<file path="config.mk">
export PLATFORM = sky130hd
export DESIGN_NAME = hskc_fifo
export DESIGN_NICKNAME = d
export VERILOG_FILES = /design/src/hdl/hskc_pkg.sv /design/src/hdl/hskc_fifo.sv
export SDC_FILE = /design/constraint.sdc
export NUM_CORES = 1
export LEC_CHECK = 0
export BUFFER_PORTS_ARGS = -buffer_cell sky130_fd_sc_hd__buf_2
export CORE_MARGIN = 5
export CORE_UTILIZATION = 57
export CTS_CLUSTER_DIAMETER = 30
export DETAILED_ROUTE_END_ITERATION = 12
export GPL_TIMING_DRIVEN = 0
export PLACE_DENSITY = 0.86
export SLEW_MARGIN = 20
export SYNTH_ARGS = -nofsm -noshare
export SYNTH_HDL_FRONTEND = slang
export SYNTH_SLANG_ARGS = --single-unit
</file>
<file path="constraint.sdc">
create_clock -name clk -period 3.5 [get_ports clk]
set_input_delay 0.7 -clock clk [delete_from_list [all_inputs] [get_ports clk]]
set_output_delay 0.7 -clock clk [all_outputs]
set_load 0.01 [all_outputs]
</file>
<file path="src/hdl/hskc_pkg.sv">
// Shared types and constants for the hashed set-associative key cache.
// Holds the request, response and work item structs and the back-end state enum.
// No dependencies.
`default_nettype none
package hskc_pkg;

	// Geometry: SET_COUNT must be a power of two, at least 2.
	localparam int SET_COUNT = 256;
	localparam int WAY_COUNT = 4;
	localparam int SET_W     = $clog2(SET_COUNT);
	localparam int WAY_W     = (WAY_COUNT > 1) ? $clog2(WAY_COUNT) : 1;

	localparam int KEY_W     = 64;
	localparam int HALF_W    = 32;
	localparam int WAYNUM_W  = 4;

	localparam logic [HALF_W-1:0] HASH_MUL_LO = 32'd73428767;
	localparam logic [HALF_W-1:0] HASH_MUL_HI = 32'd912931;
	localparam int                HASH_FOLD   = 16;

	localparam int QUEUE_DEPTH = 4;
	localparam int QPTR_W      = $clog2(QUEUE_DEPTH);

	typedef enum logic {
		ACT_LOOKUP = 1'b0,
		ACT_INSERT = 1'b1
	} action_t;

	typedef struct packed {
		logic             action;
		logic [KEY_W-1:0] key;
	} req_t;

	typedef struct packed {
		logic                hit;
		logic [WAYNUM_W-1:0] written_way;
	} rsp_t;

	typedef struct packed {
		logic             action;
		logic [KEY_W-1:0] key;
		logic [SET_W-1:0] set;
	} work_t;

	typedef enum logic {
		ST_IDLE,
		ST_CMP
	} back_state_t;

endpackage
`default_nettype wire

</file>
<file path="src/hdl/hskc_fifo.sv">
// Work queue between the front end and the back end.
// Small register queue of hashed work items. Depends on hskc_pkg.
`default_nettype none
module hskc_fifo
	import hskc_pkg::*;
(
	input  wire logic  clk,
	input  wire logic  arst_n,
	input  wire logic  push,
	output logic       full,
	input  wire work_t din,
	input  wire logic  pop,
	output logic       empty,
	output work_t      dout
);

	work_t             entry_q [QUEUE_DEPTH];
	logic [QPTR_W-1:0] wr_ptr_q;
	logic [QPTR_W-1:0] rd_ptr_q;
	logic [QPTR_W:0]   count_q;

	logic              do_push;
	logic              do_pop;

	assign full    = (count_q == (QPTR_W+1)'(QUEUE_DEPTH));
	assign empty   = (count_q == '0);
	assign do_push = push & ~full;
	assign do_pop  = pop & ~empty;
	assign dout    = entry_q[rd_ptr_q];

	always_ff @(posedge clk or negedge arst_n) begin
		if (!arst_n) begin
			wr_ptr_q <= '0;
			rd_ptr_q <= '0;
			count_q  <= '0;
		end else begin
			if (do_push) begin
				wr_ptr_q <= wr_ptr_q + 1'b1;
			end
			if (do_pop) begin
				rd_ptr_q <= rd_ptr_q + 1'b1;
			end
			unique case ({do_push, do_pop})
				2'b10:   count_q <= count_q + 1'b1;
				2'b01:   count_q <= count_q - 1'b1;
				default: count_q <= count_q;
			endcase
		end
	end

	always_ff @(posedge clk) begin
		if (do_push) begin
			entry_q[wr_ptr_q] <= din;
		end
	end

endmodule
`default_nettype wire

</file>
==> implementation parameters, run 1 <==
Parameter                              Value

Global routing
  Maximum number of pins on one net before global-route repair ... 39
  Aggregate global-route resource usage ... 0.191
  Overflow left after global routing ... 0
  Number of antenna violations at the first check in global routing ... 0
  Global-route wire length before repair ... 31.7 mm
  Vias in the first global route ... 5,596

Route
  Met3 WL post-DR ... 1.27 mm
  Via total after detailed routing ... 5,063
  Post-DRT Antenna Nets ... 0
  Overall routed net length ... 20.6 mm
  DRC viols ... 0
  Drt via density ... 5.54
  Met2 wire length ... 10.9 mm
  Routed len/inst ... 22.5 um
  DRT met1 WL ... 8.04 mm
  Length of the first detailed-routing pass in iterations ... 7
  Violation count after the first detailed-route iteration ... 264
  Highest metal used ... met4

STA
  Clock skew ... 0.00936 ns
  Final setup violating endpoints ... 0
  Final Slew Violations ... 0
  Min cycle time layout ... 2.73 ns
  Unrepaired setup endpoints after global routing ... false
  Share of the clock period used by the worst path ... 0.781
  Maximum clock rate ... 0.366 GHz
  Final hold slack ... 0.0189 ns
  Relative slew margins ... 0.520
  Final hold viol count ... 0
  Setup Total Neg Slack ... 0 ns
  Slew of the pin with the lowest slew margin ... 0.720 ns

Setup path
  Startpoint types ... register
  Source of the critical timing path ... rd_ptr_q[0]
  Critical path endpoint ... dout[46]
  Endpoint class of the critical path ... output pin
  Data required, critical path ... 2.80 ns
  Crit path max fanout ... 10
  Arrival time at the worst endpoint ... 2.03 ns
  Worst-case reg-to-reg path depth ... 4
  Worst R2R Setup Slack ... 1.29 ns
  Worst reg2reg endpoint ... entry_q[0][33]
  Reg2reg start ... count_q[2]
  Crit path kind ... reg2out

Clock tree
  Clock insertion delay at the later pin of the skew report ... 0.51 ns
  TritonCTS clock tree ... done
  Clock tree root driver cell ... sky130_fd_sc_hd__clkbuf_16
  Maximum level of the CTS H-tree ... 2
  Total of cells resized after clock tree synthesis ... 0
  Hold buffer count at cts ... 0
  Clk slew on worst S/H paths ... 0.05 ns
  Number of buffers created by CTS ... 45
  Deepest clock path buffer count ... 3
  Clock Sinks ... 299
  Post-CTS setup buffer count ... 0

Final layout
  NumNets Final ... 703
  Total of fill cells in the finished design ... 1,069
  Combined area of the multi-input logic cells ... 1880 um2
  Final instance count without filler cells ... 914
  Share of post-route cells with drive strength above 1 ... 0.493
  Layout overhead on the synthesized area ... 24.1%
  Area of all sequential standard cells ... 8940 um2

Synth
  Dominant cell by count in the synthesized netlist ... sky130_fd_sc_hd__edfxtp_1
  Netlist area before placement ... 11,000 um2
  Mean post-synth cell area ... 26.2 um2
  Flip-flop and latch count after synthesis ... 299
  Synth Warn # ... 0
  Fraction of the mapped netlist area in compound gates ... 0.000799
  Cell count after synthesis ... 418
  Main combinational cell family by area after synthesis ... multiplexers
  Number of enable flip-flop cells after synthesis ... 292
  Adder and majority gate portion of the synthesized area ... 0.00754
  Multiplexer share of the synthesized area ... 0.152
  List of most frequent post-synthesis cells ... sky130_fd_sc_hd__edfxtp_1, sky130_fd_sc_hd__mux4_2, sky130_fd_sc_hd__buf_2, sky130_fd_sc_hd__dfrtp_1
  Top cell type's share of synthesized area ... 0.800
  Count of cell types in the netlist ... 21
  Register area share after synthesis ... 0.816
  Fraction of registers with async set/reset ... 0.0234
  Most used flip-flop cell after synthesis ... sky130_fd_sc_hd__edfxtp_1
  Simple logic cell fraction of the synthesized area ... 0.00537
  Cells taking the most area after synthesis ... sky130_fd_sc_hd__edfxtp_1, sky130_fd_sc_hd__mux4_2, sky130_fd_sc_hd__dfrtp_1
  Syn Nets ... 501
  Most area-hungry cell type in the Yosys netlist ... sky130_fd_sc_hd__edfxtp_1
  Xor and xnor area share after synthesis ... 0.00480

Die
  Floorplan row count ... 50
  Floorplan Core Area ... 18,800 um2
  Chip Height ... 149 um
  Width of the chip ... 149 um
  Top-Level Pins ... 152
  Die Footprint ... 22,100 um2
  Initial cell density of the core ... 0.582

Place
  Hpwl dp ... 12.4 mm
  IO buf count ... 151
  Routability congestion estimate ... 0.748
  Cells after DPL ... 833

Power and ir drop
  Peak supply drop ... 0.713 mV
  Power density over the cells ... 916 nW/um2
  Leakage power of the design ... 4.76 nW

Flow run
  Max_cap viols ... 0

Hold path
  Hold WC Path Type ... in2async

Status
  Result of the run ... complete, no violations
cell usage in the layout, fill, tap and decap left out, drive strengths merged:
cell type	instances
xor2	3
xnor2	3
o31a	1
mux2i	1
diode	1
and2	4
dfrtp	7
nor2b	1
fa	1
nor2	1
clkbuf	49
nor3b	1
nand2	1
mux4	73
edfxtp	292
mux2	1
inv	9
clkinvlp	8
clkinv	17
nor3	1
buf	170
bufinv	4
ha	5
flip-flops by register name, indices dropped and copies added, names as in the netlist:
register,flops
wr_ptr_q,2
entry_q,292
count_q,3
rd_ptr_q,2
report_power, final:
group | switching [W] | total [W] | internal [W]
registers | 0.000188 | 0.00493 | 0.00474
logic | 0.00179 | 0.00335 | 0.00156
clock network | 0.00151 | 0.00417 | 0.00266
total | 0.00349 | 0.0124 | 0.00896
per-stage QoR:
stage / instance area (um2) / util / total power [W] / setup slack (ns)
after floorplan: 11000 / - / 0.00713 / 0.379
after global placement: 12000 / 0.639 / 0.00826 / -0.945
after detailed placement: 12100 / 0.645 / 0.00839 / 1.07
after CTS: 13600 / 0.722 / 0.0126 / 0.699
after global routing: 13600 / 0.722 / 0.0130 / 0.660
final: 13600 / 0.722 / 0.0124 / 0.765
worst min-delay path by stage:
stage / start / end / depth (start not counted)
floorplan: arst_n / count_q[0] / 0
CTS: arst_n / rd_ptr_q[1] / 1
finish: arst_n / count_q[1] / 1
detailed placement: arst_n / rd_ptr_q[0] / 1
global placement: count_q[2] / count_q[2] / 1
global route: arst_n / rd_ptr_q[1] / 1
critical path, cell delays in order, from the launching register on:
cell and delay (ns):
sky130_fd_sc_hd__dfrtp_1 0.39, sky130_fd_sc_hd__buf_6 0.22, sky130_fd_sc_hd__buf_6 0.21, sky130_fd_sc_hd__mux4_2 0.54, sky130_fd_sc_hd__buf_2 0.16
logic make-up after synthesis:
kind of cell	Yosys count
flops	299
mux	75
buf+inv	22
simple gates	9
xor+xnor	6
fa+ha+maj	6
compound gates	1
layout make-up:
type / instances / area share
Tap cell: 260 / 0.0239
Antenna cell: 1 / 0.000184
Timing Repair Buffer: 155 / 0.0632
Sequential cell: 299 / 0.658
Buffer: 16 / 0.00893
Inverter: 6 / 0.00166
Clock buffer: 48 / 0.0837
Multi-Input combinational cell: 97 / 0.138
Clock inverter: 32 / 0.0223
layer usage:
layer,vias to the layer above,GRT usage
li1,2208,-
met1,2650,0.243
met2,170,0.331
met3,35,0.0488
met4,0,0.0527
met5,-,0
(Power assumes the default switching activity.)
==> run 2, diff against run 1 <==
==> constraint.sdc (replaced) <==
create_clock -name clk -period 2.6 [get_ports clk]
set_input_delay 0.52 -clock clk [delete_from_list [all_inputs] [get_ports clk]]
set_output_delay 0.52 -clock clk [all_outputs]
set_load 0.01 [all_outputs]
==> run 2 against run 1 <==
  * Clock power is 33% higher
  * Non-clock buffer count is 5 higher
  * Routed wire length hardly changed
  * Combinational power is 36% higher
  * Die area stayed put
  * Critical path type unchanged
  * Largest cell class unchanged
==> implementation parameters, run 2 (synthesized netlist as in run 1, its figures left out) <==
Parameter                              Value

Die
  Die Footprint ... 22,100 um2 (unchanged)
  Width of the chip ... 149 um (unchanged)
  Initial cell density of the core ... 0.582 (unchanged)
  Floorplan Core Area ... 18,800 um2 (unchanged)
  Chip Height ... 149 um (unchanged)
  Top-Level Pins ... 152 (unchanged)
  Floorplan row count ... 50 (unchanged)

Global routing
  Overflow left after global routing ... 0 (unchanged)
  Number of antenna violations at the first check in global routing ... 1 (+1)
  Global-route wire length before repair ... 32.1 mm (+1.4%)
  Maximum number of pins on one net before global-route repair ... 43 (+10%)
  Vias in the first global route ... 5,664 (+1.2%)
  Aggregate global-route resource usage ... 0.193 (+0.00215)

Clock tree
  Maximum level of the CTS H-tree ... 2 (unchanged)
  Clock tree root driver cell ... sky130_fd_sc_hd__clkbuf_16
  Deepest clock path buffer count ... 3 (unchanged)
  Clk slew on worst S/H paths ... 0.06 ns (about the same)
  Clock insertion delay at the later pin of the skew report ... 0.52 ns (about the same)
  Number of buffers created by CTS ... 45 (unchanged)
  TritonCTS clock tree ... done
  Clock Sinks ... 299 (unchanged)

Hold path
  Hold WC Path Type ... in2reg
  Hold Path Stages ... 1

STA
  Maximum clock rate ... 0.395 GHz
  Setup Total Neg Slack ... 0 ns (unchanged)
  Share of the clock period used by the worst path ... 0.972
  Min cycle time layout ... 2.53 ns
  Clock skew ... 0.0192 ns (+0.00986 ns)
  Final hold viol count ... 0 (unchanged)
  Final setup violating endpoints ... 0 (unchanged)
  Final hold slack ... 0.212 ns (+0.193 ns)
  Unrepaired setup endpoints after global routing ... true
  Relative slew margins ... 0.541 (+0.0215)
  Final Slew Violations ... 0 (unchanged)
  Slew of the pin with the lowest slew margin ... 0.688 ns (-0.0323 ns)

Setup path
  Crit-path slowest cell ... sky130_fd_sc_hd__mux4_2
  Arrival time at the worst endpoint ... 2.01 ns (-0.02 ns)
  Worst-case reg-to-reg path depth ... 4 (unchanged)
  Crit-path cells ... buf_2, buf_2, mux4_2, buf_2
  Buf+Inv Stages, Crit Path ... 3 (unchanged)
  Cell type with the highest occurrence count on the critical path ... sky130_fd_sc_hd__buf_2
  Worst R2R Setup Slack ... 0.36 ns (-0.93 ns)
  Data required, critical path ... 2.08 ns (-0.72 ns)
  Number of logic stages on the critical path including buffering ... 4 (unchanged)
  Delay of the slowest cell on the worst path ... 0.38 ns (-0.16 ns)
  Family with the most delay on the worst path ... buffers and inverters
  Crit path max fanout ... 10 (unchanged)
  Endpoint class of the critical path ... output pin
  Crit path kind ... reg2out
  Startpoint types ... register

Place
  Routability congestion estimate ... 0.783 (+4.7%)
  IO buf count ... 151 (unchanged)
  Cells after DPL ... 833 (unchanged)
  Hpwl dp ... 12.3 mm (-0.44%)

Final layout
  Share of post-route cells with drive strength above 1 ... 0.492 (-0.00145)
  Total of fill cells in the finished design ... 1,069 (unchanged)
  Layout overhead on the synthesized area ... 24.4%
  NumNets Final ... 708 (+0.71%)
  Most common cell after layout, fill and taps aside ... sky130_fd_sc_hd__edfxtp_1
  Total inserted antenna cells ... 0 (-1)
  Area of all sequential standard cells ... 8940 um2 (unchanged)
  Largest registers ... entry_q x292, count_q x3
  Largest Register ... entry_q
  Commonest cells after routing, fill and taps aside ... sky130_fd_sc_hd__edfxtp_1, sky130_fd_sc_hd__buf_2, sky130_fd_sc_hd__mux4_2
  Final instance count without filler cells ... 919 (+0.55%)
  Number of flip-flops in the largest register ... 292 (unchanged)
  Combined area of the multi-input logic cells ... 1880 um2 (unchanged)

Route
  Via total after detailed routing ... 5,110 (+0.93%)
  Drt via density ... 5.56 (+0.38%)
  Overall routed net length ... 20.6 mm (about the same)
  Routed len/inst ... 22.4 um (-0.61%)
  Post-DRT Antenna Nets ... 0 (unchanged)
  Length of the first detailed-routing pass in iterations ... 4 (-3)
  DRC viols ... 0 (unchanged)
  Violation count after the first detailed-route iteration ... 295 (+12%)

Power and ir drop
  Power density over the cells ... 1230 nW/um2 (+34%)
  Peak supply drop ... 1.15 mV (+61%)
  Total Power ... 0.0168 W (+35%)
  Leakage power of the design ... 4.79 nW (+0.70%)

Status
  Result of the run ... complete, no violations

Flow run
  Max_cap viols ... 0 (unchanged)
run 2: through the flow:
step | utilization | cell area (um2) | worst slack [ns]
after floorplan | - | 11000 | 0.409
after global placement | 0.639 | 12000 | -0.304
after detailed placement | 0.644 | 12100 | 0.324
after CTS | 0.721 | 13600 | 0.00862
after global routing | 0.724 | 13600 | -0.0207
final | 0.724 | 13600 | 0.0715
run 2: worst paths after layout:
| path | start | to |
|---|---|---|
| setup reg to reg | count_q[2] | entry_q[1][43] |
| setup / recovery | rd_ptr_q[1] | dout[10] |
| max in group asynchronous | arst_n | wr_ptr_q[0] |
| hold reg to reg | count_q[2] | count_q[2] |
| min in group asynchronous | arst_n | count_q[0] |
| hold / removal | din[53] | entry_q[3][53] |
run 2: power by group:
| part | leakage [nW] | total [W] | switching, W | internal, W |
|---|---|---|---|---|
| combinational | 1.34 | 0.00457 | 0.00240 | 0.00217 |
| sequential | 2.76 | 0.00665 | 0.000264 | 0.00638 |
| clock | 0.692 | 0.00556 | 0.00207 | 0.00349 |
run 2: metal layers:
layer,routed length (um),GRT usage,part of all wire
met4,467,0.0564,0.023
met1,7780,0.249,0.38
met5,7,0,0.00034
met3,1460,0.0484,0.071
met2,10800,0.330,0.53
run 2: cell type report:
| class | count | area share |
|---|---|---|
| flip-flops and latches | 299 | 0.656 |
| multi-input cells | 97 | 0.138 |
| clock buffers | 47 | 0.0832 |
| repair buffers | 160 | 0.0648 |
| well taps | 260 | 0.0239 |
| clock inverters | 34 | 0.0213 |
| plain buffers | 16 | 0.0111 |
| inverters | 6 | 0.00165 |
run 2: what timing repair did:
item / CTS / global route
hold buffers: 1 / 0
endpoints found under the setup margin: 2 / 52
hold endpoints to repair: 7 / 0
setup buffers: 0 / 4
gates resized for setup: 1 / 7
