$ cat src/hdl/hskc_pkg.sv
// Shared types and constants for the hashed set-associative key cache.
// Holds the request, response and work item structs and the back-end state enum.
// No dependencies.
`default_nettype none
package hskc_pkg;

	// Geometry: SET_COUNT must be a power of two, at least 2.
	localparam int SET_COUNT = 256;
	localparam int WAY_COUNT = 4;
	localparam int SET_W     = $clog2(SET_COUNT);
	localparam int WAY_W     = (WAY_COUNT > 1) ? $clog2(WAY_COUNT) : 1;

	localparam int KEY_W     = 64;
	localparam int HALF_W    = 32;
	localparam int WAYNUM_W  = 4;

	localparam logic [HALF_W-1:0] HASH_MUL_LO = 32'd73428767;
	localparam logic [HALF_W-1:0] HASH_MUL_HI = 32'd912931;
	localparam int                HASH_FOLD   = 16;

	localparam int QUEUE_DEPTH = 4;
	localparam int QPTR_W      = $clog2(QUEUE_DEPTH);

	typedef enum logic {
		ACT_LOOKUP = 1'b0,
		ACT_INSERT = 1'b1
	} action_t;

	typedef struct packed {
		logic             action;
		logic [KEY_W-1:0] key;
	} req_t;

	typedef struct packed {
		logic                hit;
		logic [WAYNUM_W-1:0] written_way;
	} rsp_t;

	typedef struct packed {
		logic             action;
		logic [KEY_W-1:0] key;
		logic [SET_W-1:0] set;
	} work_t;

	typedef enum logic {
		ST_IDLE,
		ST_CMP
	} back_state_t;

endpackage
`default_nettype wire

$ cat src/hdl/hskc_front.sv
// Front end: accepts requests, hashes the key to a set index over two stages.
// Depends on hskc_pkg.
`default_nettype none
module hskc_front
	import hskc_pkg::*;
(
	input  wire logic  clk,
	input  wire logic  arst_n,
	input  wire logic  push,
	output logic       full,
	input  wire req_t  req,
	output logic       wq_push,
	input  wire logic  wq_full,
	output work_t      wq_data
);

	logic              valid_s1;
	logic              action_s1;
	logic [KEY_W-1:0]  key_s1;
	logic [HALF_W-1:0] plo_s1;
	logic [HALF_W-1:0] phi_s1;

	logic              accept;
	logic              advance;
	logic [HALF_W-1:0] plo_d;
	logic [HALF_W-1:0] phi_d;
	logic [HALF_W-1:0] mix;
	logic [HALF_W-1:0] folded;

	assign advance = valid_s1 & ~wq_full;
	assign full    = valid_s1 & wq_full;
	assign accept  = push & ~full;

	// Both products wrap at 32 bits.
	assign plo_d = req.key[HALF_W-1:0] * HASH_MUL_LO;
	assign phi_d = req.key[KEY_W-1:HALF_W] * HASH_MUL_HI;

	assign mix    = plo_s1 ^ phi_s1;
	assign folded = mix ^ (mix >> HASH_FOLD);

	assign wq_push        = advance;
	assign wq_data.action = action_s1;
	assign wq_data.key    = key_s1;
	assign wq_data.set    = folded[SET_W-1:0];

	always_ff @(posedge clk or negedge arst_n) begin
		if (!arst_n) begin
			valid_s1 <= 1'b0;
		end else if (accept) begin
			valid_s1 <= 1'b1;
		end else if (advance) begin
			valid_s1 <= 1'b0;
		end
	end

	always_ff @(posedge clk) begin
		if (accept) begin
			action_s1 <= req.action;
			key_s1    <= req.key;
			plo_s1    <= plo_d;
			phi_s1    <= phi_d;
		end
	end

endmodule
`default_nettype wire

$ cat config.mk
export PLATFORM = sky130hd
export DESIGN_NAME = hskc_front
export DESIGN_NICKNAME = d
export VERILOG_FILES = /design/src/hdl/hskc_pkg.sv /design/src/hdl/hskc_front.sv
export SDC_FILE = /design/constraint.sdc
export NUM_CORES = 1
export LEC_CHECK = 0
export ABC_AREA = 0
export BUFFER_PORTS_ARGS = -buffer_cell sky130_fd_sc_hd__buf_2
export CAP_MARGIN = 20
export CORE_MARGIN = 10
export CORE_UTILIZATION = 40
export DETAILED_ROUTE_END_ITERATION = 8
export SLEW_MARGIN = 20
export SYNTH_ARGS = -nofsm -noshare
export SYNTH_HDL_FRONTEND = slang
export SYNTH_SLANG_ARGS = --single-unit
$ cat constraint.sdc
create_clock -name clk -period 12.2 [get_ports clk]
set_clock_uncertainty 0.05 [all_clocks]
set_input_delay 1.83 -clock clk [delete_from_list [all_inputs] [get_ports clk]]
set_output_delay 1.83 -clock clk [all_outputs]
set_load 0.05 [all_outputs]
==> results.json, run 1 <==
{
  "post-dp-hpwl_mm": 23.33,
  "ys_async_sr_fraction": 0.01042,
  "worst_pin_slew_ps": 1012,
  "io_pins": 144,
  "period_minus_slack_ps": 7191,
  "drt_first_iter_violations": 281,
  "postLayoutSetupSlackWorst_ps": 5009,
  "post-cts-setup-buffer-count": 0,
  "critical_path.slowest_cell": "sky130_fd_sc_hd__fa_1",
  "clkTransAtPathRegs_ps": 80,
  "timing.setup.critical_path_class": "input pin to register",
  "min_path_type": "register to register",
  "net_count_of_the_mapped_netlist": 1521,
  "met2_wl_post_dr_mm": 12.41,
  "critical_path.endpoint_type": "register",
  "fillers": 2782,
  "residual_drc": 0,
  "total_routing_usage_gr": 0.1511,
  "final_max_slew_viol_count": 0,
  "cts_made_buffers": 9,
  "grt_start_max_net_pins": 74,
  "worstPathCellList": "buf_2 > fa_1 > inv_1 > fa_1 > fa_1 > fa_1 > inv_1 > fa_1 > fa_1 > fa_1 > ha_1 > or4_4 > a211o_1 > o21ai_2 > o31ai_2 > a31oi_1 > xnor2_1",
  "min-delay-start": "valid_s1",
  "cts_tree": "yes",
  "share_of_layout_cells_above_drive_strength_1": 0.1379,
  "hold_buffers": 0,
  "design.final.nets": 1673,
  "netlist_top_cells_count": "sky130_fd_sc_hd__inv_1 (347), sky130_fd_sc_hd__fa_1 (200), sky130_fd_sc_hd__ha_1 (198)",
  "post_synth_instance_area_um2": 12190,
  "ys_top_cells_by_area": "sky130_fd_sc_hd__fa_1 (33%), sky130_fd_sc_hd__edfxtp_1 (23%), sky130_fd_sc_hd__ha_1 (20%)",
  "core_area_um2": 29870,
  "num_rows": 63,
  "critical_path_launch_point_type": "input pin",
  "postSynth.topFlopCell": "sky130_fd_sc_hd__edfxtp_1",
  "hold_slack_ps": 687.5,
  "htree_depth": 3,
  "antenna_left": 0,
  "timing.hold.worst_path_depth": 2,
  "post-synth-top-area-cell": "sky130_fd_sc_hd__fa_1",
  "ys_seq_area_frac": 0.2360,
  "worst_ep_arrival_time_ps": 7260,
  "layout-area-overhead-vs-synth_pct": 12.27,
  "multi_input_area_um2": 7996,
  "post-route-period-util": 0.5894,
  "fin_util": 0.4582,
  "clock_latency_ps": 370,
  "drt_pass1_iterations": 4,
  "first_global_vias": 8257,
  "cp_data_required_time_ps": 12270,
  "synth_enable_flop_cells": 95,
  "wire_length_of_the_first_global_routing_pass_mm": 45.02,
  "worst_r2r_startpoint": "valid_s1",
  "antenna_cells": 0,
  "antenna_found_initial": 0,
  "worst_path_most_repeated_cell": "sky130_fd_sc_hd__fa_1",
  "ctsRootBufferMaster": "sky130_fd_sc_hd__clkbuf_16",
  "finish_stage_setup_viols": 0,
  "fmax_mhz": 139.1,
  "r2r_slack_ps": 9680,
  "final-seq-area_um2": 2878,
  "total_of_flip_flops_plus_latches_after_synthesis": 96,
  "routed_met1_length_mm": 12.97,
  "rr_worst_depth": 3,
  "critical_path.max_fanout": 7,
  "routed-via-count": 7417,
  "routed_via_density": 4.633,
  "finalSetupTns_ps": 0,
  "count_of_instances_resized_after_the_clock_tree_is_built": 0,
  "worst_path_largest_cell_delay_ps": 600,
  "drt_wl_total_mm": 26.96,
  "netlist-cell-type-count": 41,
  "top_sig_layer": "met4",
  "cap_violations": 0,
  "initial_utilization": 0.4081,
  "grt.overflow.total": 0,
  "die_area_um2": 37860,
  "mean_instance_size_in_the_synthesized_netlist_um2": 11.57,
  "synthCells": 1054,
  "maximum_buffer_depth_of_the_clock_tree": 2,
  "synth.most_common_cell": "sky130_fd_sc_hd__inv_1",
  "hold_end": "valid_s1",
  "synth_warnings": 0,
  "portBuffers": 143,
  "die_h_um": 194.6,
  "dpl_worst_slack_ps": 4621,
  "synth_top_area_share": 0.3284,
  "outcome": "finished clean",
  "gp_routability_congestion": 0.8723,
  "cts.sink_count": 96,
  "hold_viol_final": 0,
  "met3WireLength_mm": 1.286,
  "slew_headroom": 0.3255,
  "timing.rr.end": "key_s1[23]",
  "routed_wire_length_per_instance_um": 16.84,
  "dieWidth_um": 194.6,
  "grt_setup_unrepaired": "false"
}
through the flow:
stage / cells / cell area (um^2)
2_1_floorplan: 1054 / 12190
3_3_place_gp: 1585 / 13390
3_5_place_dp: 1585 / 13390
4_1_cts: 1601 / 13690
5_1_grt: 1601 / 13690
6_report: 1601 / 13690
per-layer routing:
| layer | up-vias | global-route usage |
|---|---|---|
| li1 | 3560 | - |
| met2 | 122 | 0.2337 |
| met1 | 3721 | 0.2138 |
| met4 | 0 | 0.03379 |
| met5 | - | 0 |
| met3 | 14 | 0.02977 |
worst max-delay path, delay by kind of cell:
family	cells	cell delay, ps
buf+inv	3	300
compound gates	4	830
simple gates	1	540
fa+ha+maj	8	3640
xor+xnor	1	90
how the worst max path moves through the flow:
stage / endpoint / slack [ps] / start / cells past startpoint
final: plo_s1[23] / 5010 / req[12] / 17
after global routing: plo_s1[23] / 4760 / req[12] / 17
after CTS: plo_s1[23] / 5020 / req[12] / 17
after detailed placement: plo_s1[23] / 4620 / req[12] / 17
after global placement: plo_s1[23] / 4700 / req[12] / 17
after floorplan: plo_s1[23] / 5070 / req[12] / 16
layout by cell type (no fill, tap or decap), drive strengths merged, types with 12 or more instances in the layout:
master and n:
nor2 12, xnor2 64, fa 200, a21oi 20
buf 144, a21o 12, ha 198, edfxtp 95
xor2 19, o21ai 15, inv 349
final cells by class:
class	count	area share
multi-input combinational	608	0.5842
sequential	96	0.2102
inverter	347	0.09516
timing repair buffer	144	0.05283
tap	390	0.03565
clock buffer	10	0.01746
clock inverter	6	0.004479
flip-flops by register name, summed over array words and instances (netlist names):
signal,count
key_s1,64
phi_s1,15
plo_s1,15
action_s1,1
valid_s1,1
logic make-up (layout without fill, tap and decap cells):
family,after synthesis,after routing,synth area share
adder cells (fa/ha/maj),398,398,0.5316
buffers and inverters,350,507,0.1087
flip-flops,96,96,0.2360
AO/OA/AOI/OAI,84,84,0.04649
XOR/XNOR,83,83,0.05963
AND/OR/NAND/NOR,43,43,0.01755
Power of run 1 is left out: the tool's default activity adds up to more than one toggle a clock period on the data nets, which glitch-free logic cannot reach.
==> inputs of run 2 (changes only) <==
--- a/config.mk
+++ b/config.mk
@@ -5,7 +5,7 @@
 export SDC_FILE = /design/constraint.sdc
 export NUM_CORES = 1
 export LEC_CHECK = 0
-export ABC_AREA = 0
+export ABC_AREA = 1
 export BUFFER_PORTS_ARGS = -buffer_cell sky130_fd_sc_hd__buf_2
 export CAP_MARGIN = 20
 export CORE_MARGIN = 10
==> constraint.sdc (replaced) <==
create_clock -name clk -period 6.63 [get_ports clk]
set_clock_uncertainty 0.05 [all_clocks]
set_input_delay 0.9945 -clock clk [delete_from_list [all_inputs] [get_ports clk]]
set_output_delay 0.9945 -clock clk [all_outputs]
set_load 0.05 [all_outputs]
==> results.json, run 2 <==
{
  "outcome": "finished clean",
  "routed_via_density": 4.592,
  "synth_top_area_share": 0.3059,
  "critical_path.endpoint_type": "register",
  "grt.overflow.total": 0,
  "finalSetupTns_ps": 0,
  "period_minus_slack_ps": 6074,
  "grt_setup_unrepaired": "false",
  "final_non_filler_cells": 1936,
  "slew_headroom": 0.3835,
  "top_register": "key_s1",
  "rr_worst_depth": 4,
  "drt_wl_total_mm": 31.86,
  "netlist_top_cells_count": "sky130_fd_sc_hd__inv_1 (409), sky130_fd_sc_hd__fa_1 (200), sky130_fd_sc_hd__ha_1 (198)",
  "largest_register_ff_count": 64,
  "worst_path_most_repeated_cell": "sky130_fd_sc_hd__fa_1",
  "clock_latency_ps": 360,
  "dieWidth_um": 200.9,
  "mean_instance_size_in_the_synthesized_netlist_um2": 9.791,
  "residual_drc": 0,
  "synth.most_common_cell": "sky130_fd_sc_hd__inv_1",
  "grt_start_max_net_pins": 70,
  "r2r_slack_ps": 4170,
  "io_pins": 144,
  "layout-area-overhead-vs-synth_pct": 12.01,
  "count_of_instances_resized_after_the_clock_tree_is_built": 0,
  "final_max_slew_viol_count": 0,
  "post_synth_instance_area_um2": 13090,
  "ys_top_cells_by_area": "sky130_fd_sc_hd__fa_1 (31%), sky130_fd_sc_hd__edfxtp_1 (22%), sky130_fd_sc_hd__ha_1 (19%)",
  "drt_pass1_iterations": 5,
  "finish_stage_setup_viols": 0,
  "wire_length_of_the_first_global_routing_pass_mm": 51.54,
  "dp_cells": 1920,
  "antenna_left": 0,
  "critical_path.slowest_cell": "sky130_fd_sc_hd__fa_1",
  "antenna_found_initial": 0,
  "initial_utilization": 0.4033,
  "total_of_flip_flops_plus_latches_after_synthesis": 96,
  "design.final.nets": 1956,
  "cts_made_buffers": 9,
  "total_routing_usage_gr": 0.1636,
  "routed-via-count": 8891,
  "worstPathCellList": "buf_2 > inv_1 > fa_1 > fa_1 > fa_1 > fa_1 > fa_1 > fa_1 > fa_1 > inv_1 > ha_1 > nand2_1 > inv_1 > nand3_1 > nor2_1 > nand4_1 > nand3_1 > inv_1 > nand3_1 > nand2_1",
  "post-synth-top-area-cell": "sky130_fd_sc_hd__fa_1",
  "ctsRootBufferMaster": "sky130_fd_sc_hd__clkbuf_16",
  "net_count_of_the_mapped_netlist": 1804,
  "hold_buffers": 0,
  "drt_first_iter_violations": 440,
  "maximum_buffer_depth_of_the_clock_tree": 2,
  "share_of_layout_cells_above_drive_strength_1": 0.1225,
  "timing.rr.end": "plo_s1[6]",
  "cp_data_required_time_ps": 6710,
  "fmax_mhz": 164.6,
  "synth_enable_flop_cells": 95,
  "gp_routability_congestion": 0.9146,
  "timing.setup.critical_path_class": "input pin to register",
  "portBuffers": 143,
  "num_rows": 66,
  "die_area_um2": 40360,
  "min_path_type": "input pin to async pin",
  "die_h_um": 200.9,
  "worst_pin_slew_ps": 924.8,
  "critical_path_launch_point_type": "input pin",
  "post-cts-setup-buffer-count": 0,
  "mostFrequentLayoutCell": "sky130_fd_sc_hd__inv_1",
  "post-dp-hpwl_mm": 27.66,
  "clkTransAtPathRegs_ps": 70,
  "routed_wire_length_per_instance_um": 16.46,
  "fillers": 3143,
  "first_global_vias": 9331,
  "core_area_um2": 32450,
  "synth_warnings": 0,
  "worst_ep_arrival_time_ps": 6150,
  "netlist-cell-type-count": 35,
  "cts.sink_count": 96,
  "hold_viol_final": 0,
  "synthCells": 1337,
  "cap_violations": 0,
  "critical_path.max_fanout": 11,
  "most_frequent_cells_in_the_layout": "sky130_fd_sc_hd__inv_1 (409), sky130_fd_sc_hd__fa_1 (200), sky130_fd_sc_hd__ha_1 (198)",
  "worst_path_largest_cell_delay_ps": 590,
  "cts_tree": "yes",
  "largest_registers": "key_s1: 64 flops, phi_s1: 15 flops, plo_s1: 15 flops",
  "antenna_cells": 0,
  "ys_seq_area_frac": 0.2198,
  "postSynth.topFlopCell": "sky130_fd_sc_hd__edfxtp_1",
  "ys_async_sr_fraction": 0.01042,
  "worst_r2r_startpoint": "valid_s1",
  "htree_depth": 3,
  "post-route-period-util": 0.9162
}
[run 2: cell count changes after synthesis, sizes merged, moves of 9 or more]
cell / before / now
xnor2: 64 / 24
xor2: 19 / 28
nor2: 12 / 44
a21oi: 20 / 40
nand2: 11 / 180
nand3: 4 / 44
inv: 347 / 419
[run 2: per-stage QoR]
step | instance area, um^2 | hold slack [ps] | utilization | worst slack [ps]
after floorplan | 13090 | 409.3 | - | 722.4
after global placement | 14350 | 428.9 | 0.4422 | 256.8
after detailed placement | 14350 | 453.9 | 0.4422 | 191.5
after CTS | 14660 | 313.0 | 0.4518 | 582.6
after global routing | 14660 | 318.7 | 0.4518 | 313.9
final | 14660 | 337.2 | 0.4518 | 555.7
[run 2: area by class of cell]
class / instances / area (um^2) / share of cell area
flip-flops and latches: 96 / 2878 / 0.1963
multi-input cells: 818 / 8621 / 0.5879
clock inverters: 7 / 86.33 / 0.005888
clock buffers: 9 / 225.2 / 0.01536
well taps: 442 / 553.0 / 0.03772
inverters: 420 / 1577 / 0.1075
repair buffers: 144 / 723.2 / 0.04932
[run 2: cells by family (layout without fill, tap and decap cells)]
| kind of cell | count (synthesis) | count (layout) | share of synthesized area |
|---|---|---|---|
| compound gates | 80 | 80 | 0.03460 |
| xor+xnor | 52 | 52 | 0.03479 |
| fa+ha+maj | 398 | 398 | 0.4951 |
| buf+inv | 423 | 580 | 0.1222 |
| flops | 96 | 96 | 0.2198 |
| simple gates | 288 | 288 | 0.09348 |
[run 2: routing by layer]
layer | global-route usage | up-vias | routed length [um]
met2 | 0.2546 | 155 | 14590
met4 | 0.04030 | 0 | 374
met1 | 0.2293 | 4343 | 15440
li1 | - | 4372 | -
met5 | 0 | - | 0
met3 | 0.03163 | 21 | 1457
[run 2: how the worst max path moves through the flow]
stage                        from         end  slack [ps]  depth (start not counted)
final                     req[38]  phi_s1[23]         560                         20
after global routing      req[38]  phi_s1[23]         310                         20
after CTS                 req[38]  phi_s1[23]         580                         20
after detailed placement  req[38]  phi_s1[23]         190                         20
after global placement    req[36]  phi_s1[21]         260                         18
after floorplan           wq_full   action_s1         720                          3
[run 2: critical path, delay by kind of cell]
family	cells	cell delay, ps
adder cells (fa/ha/maj)	8	3890
AND/OR/NAND/NOR	7	690
buffers and inverters	5	580
Power of run 2 is left out for the same reason.
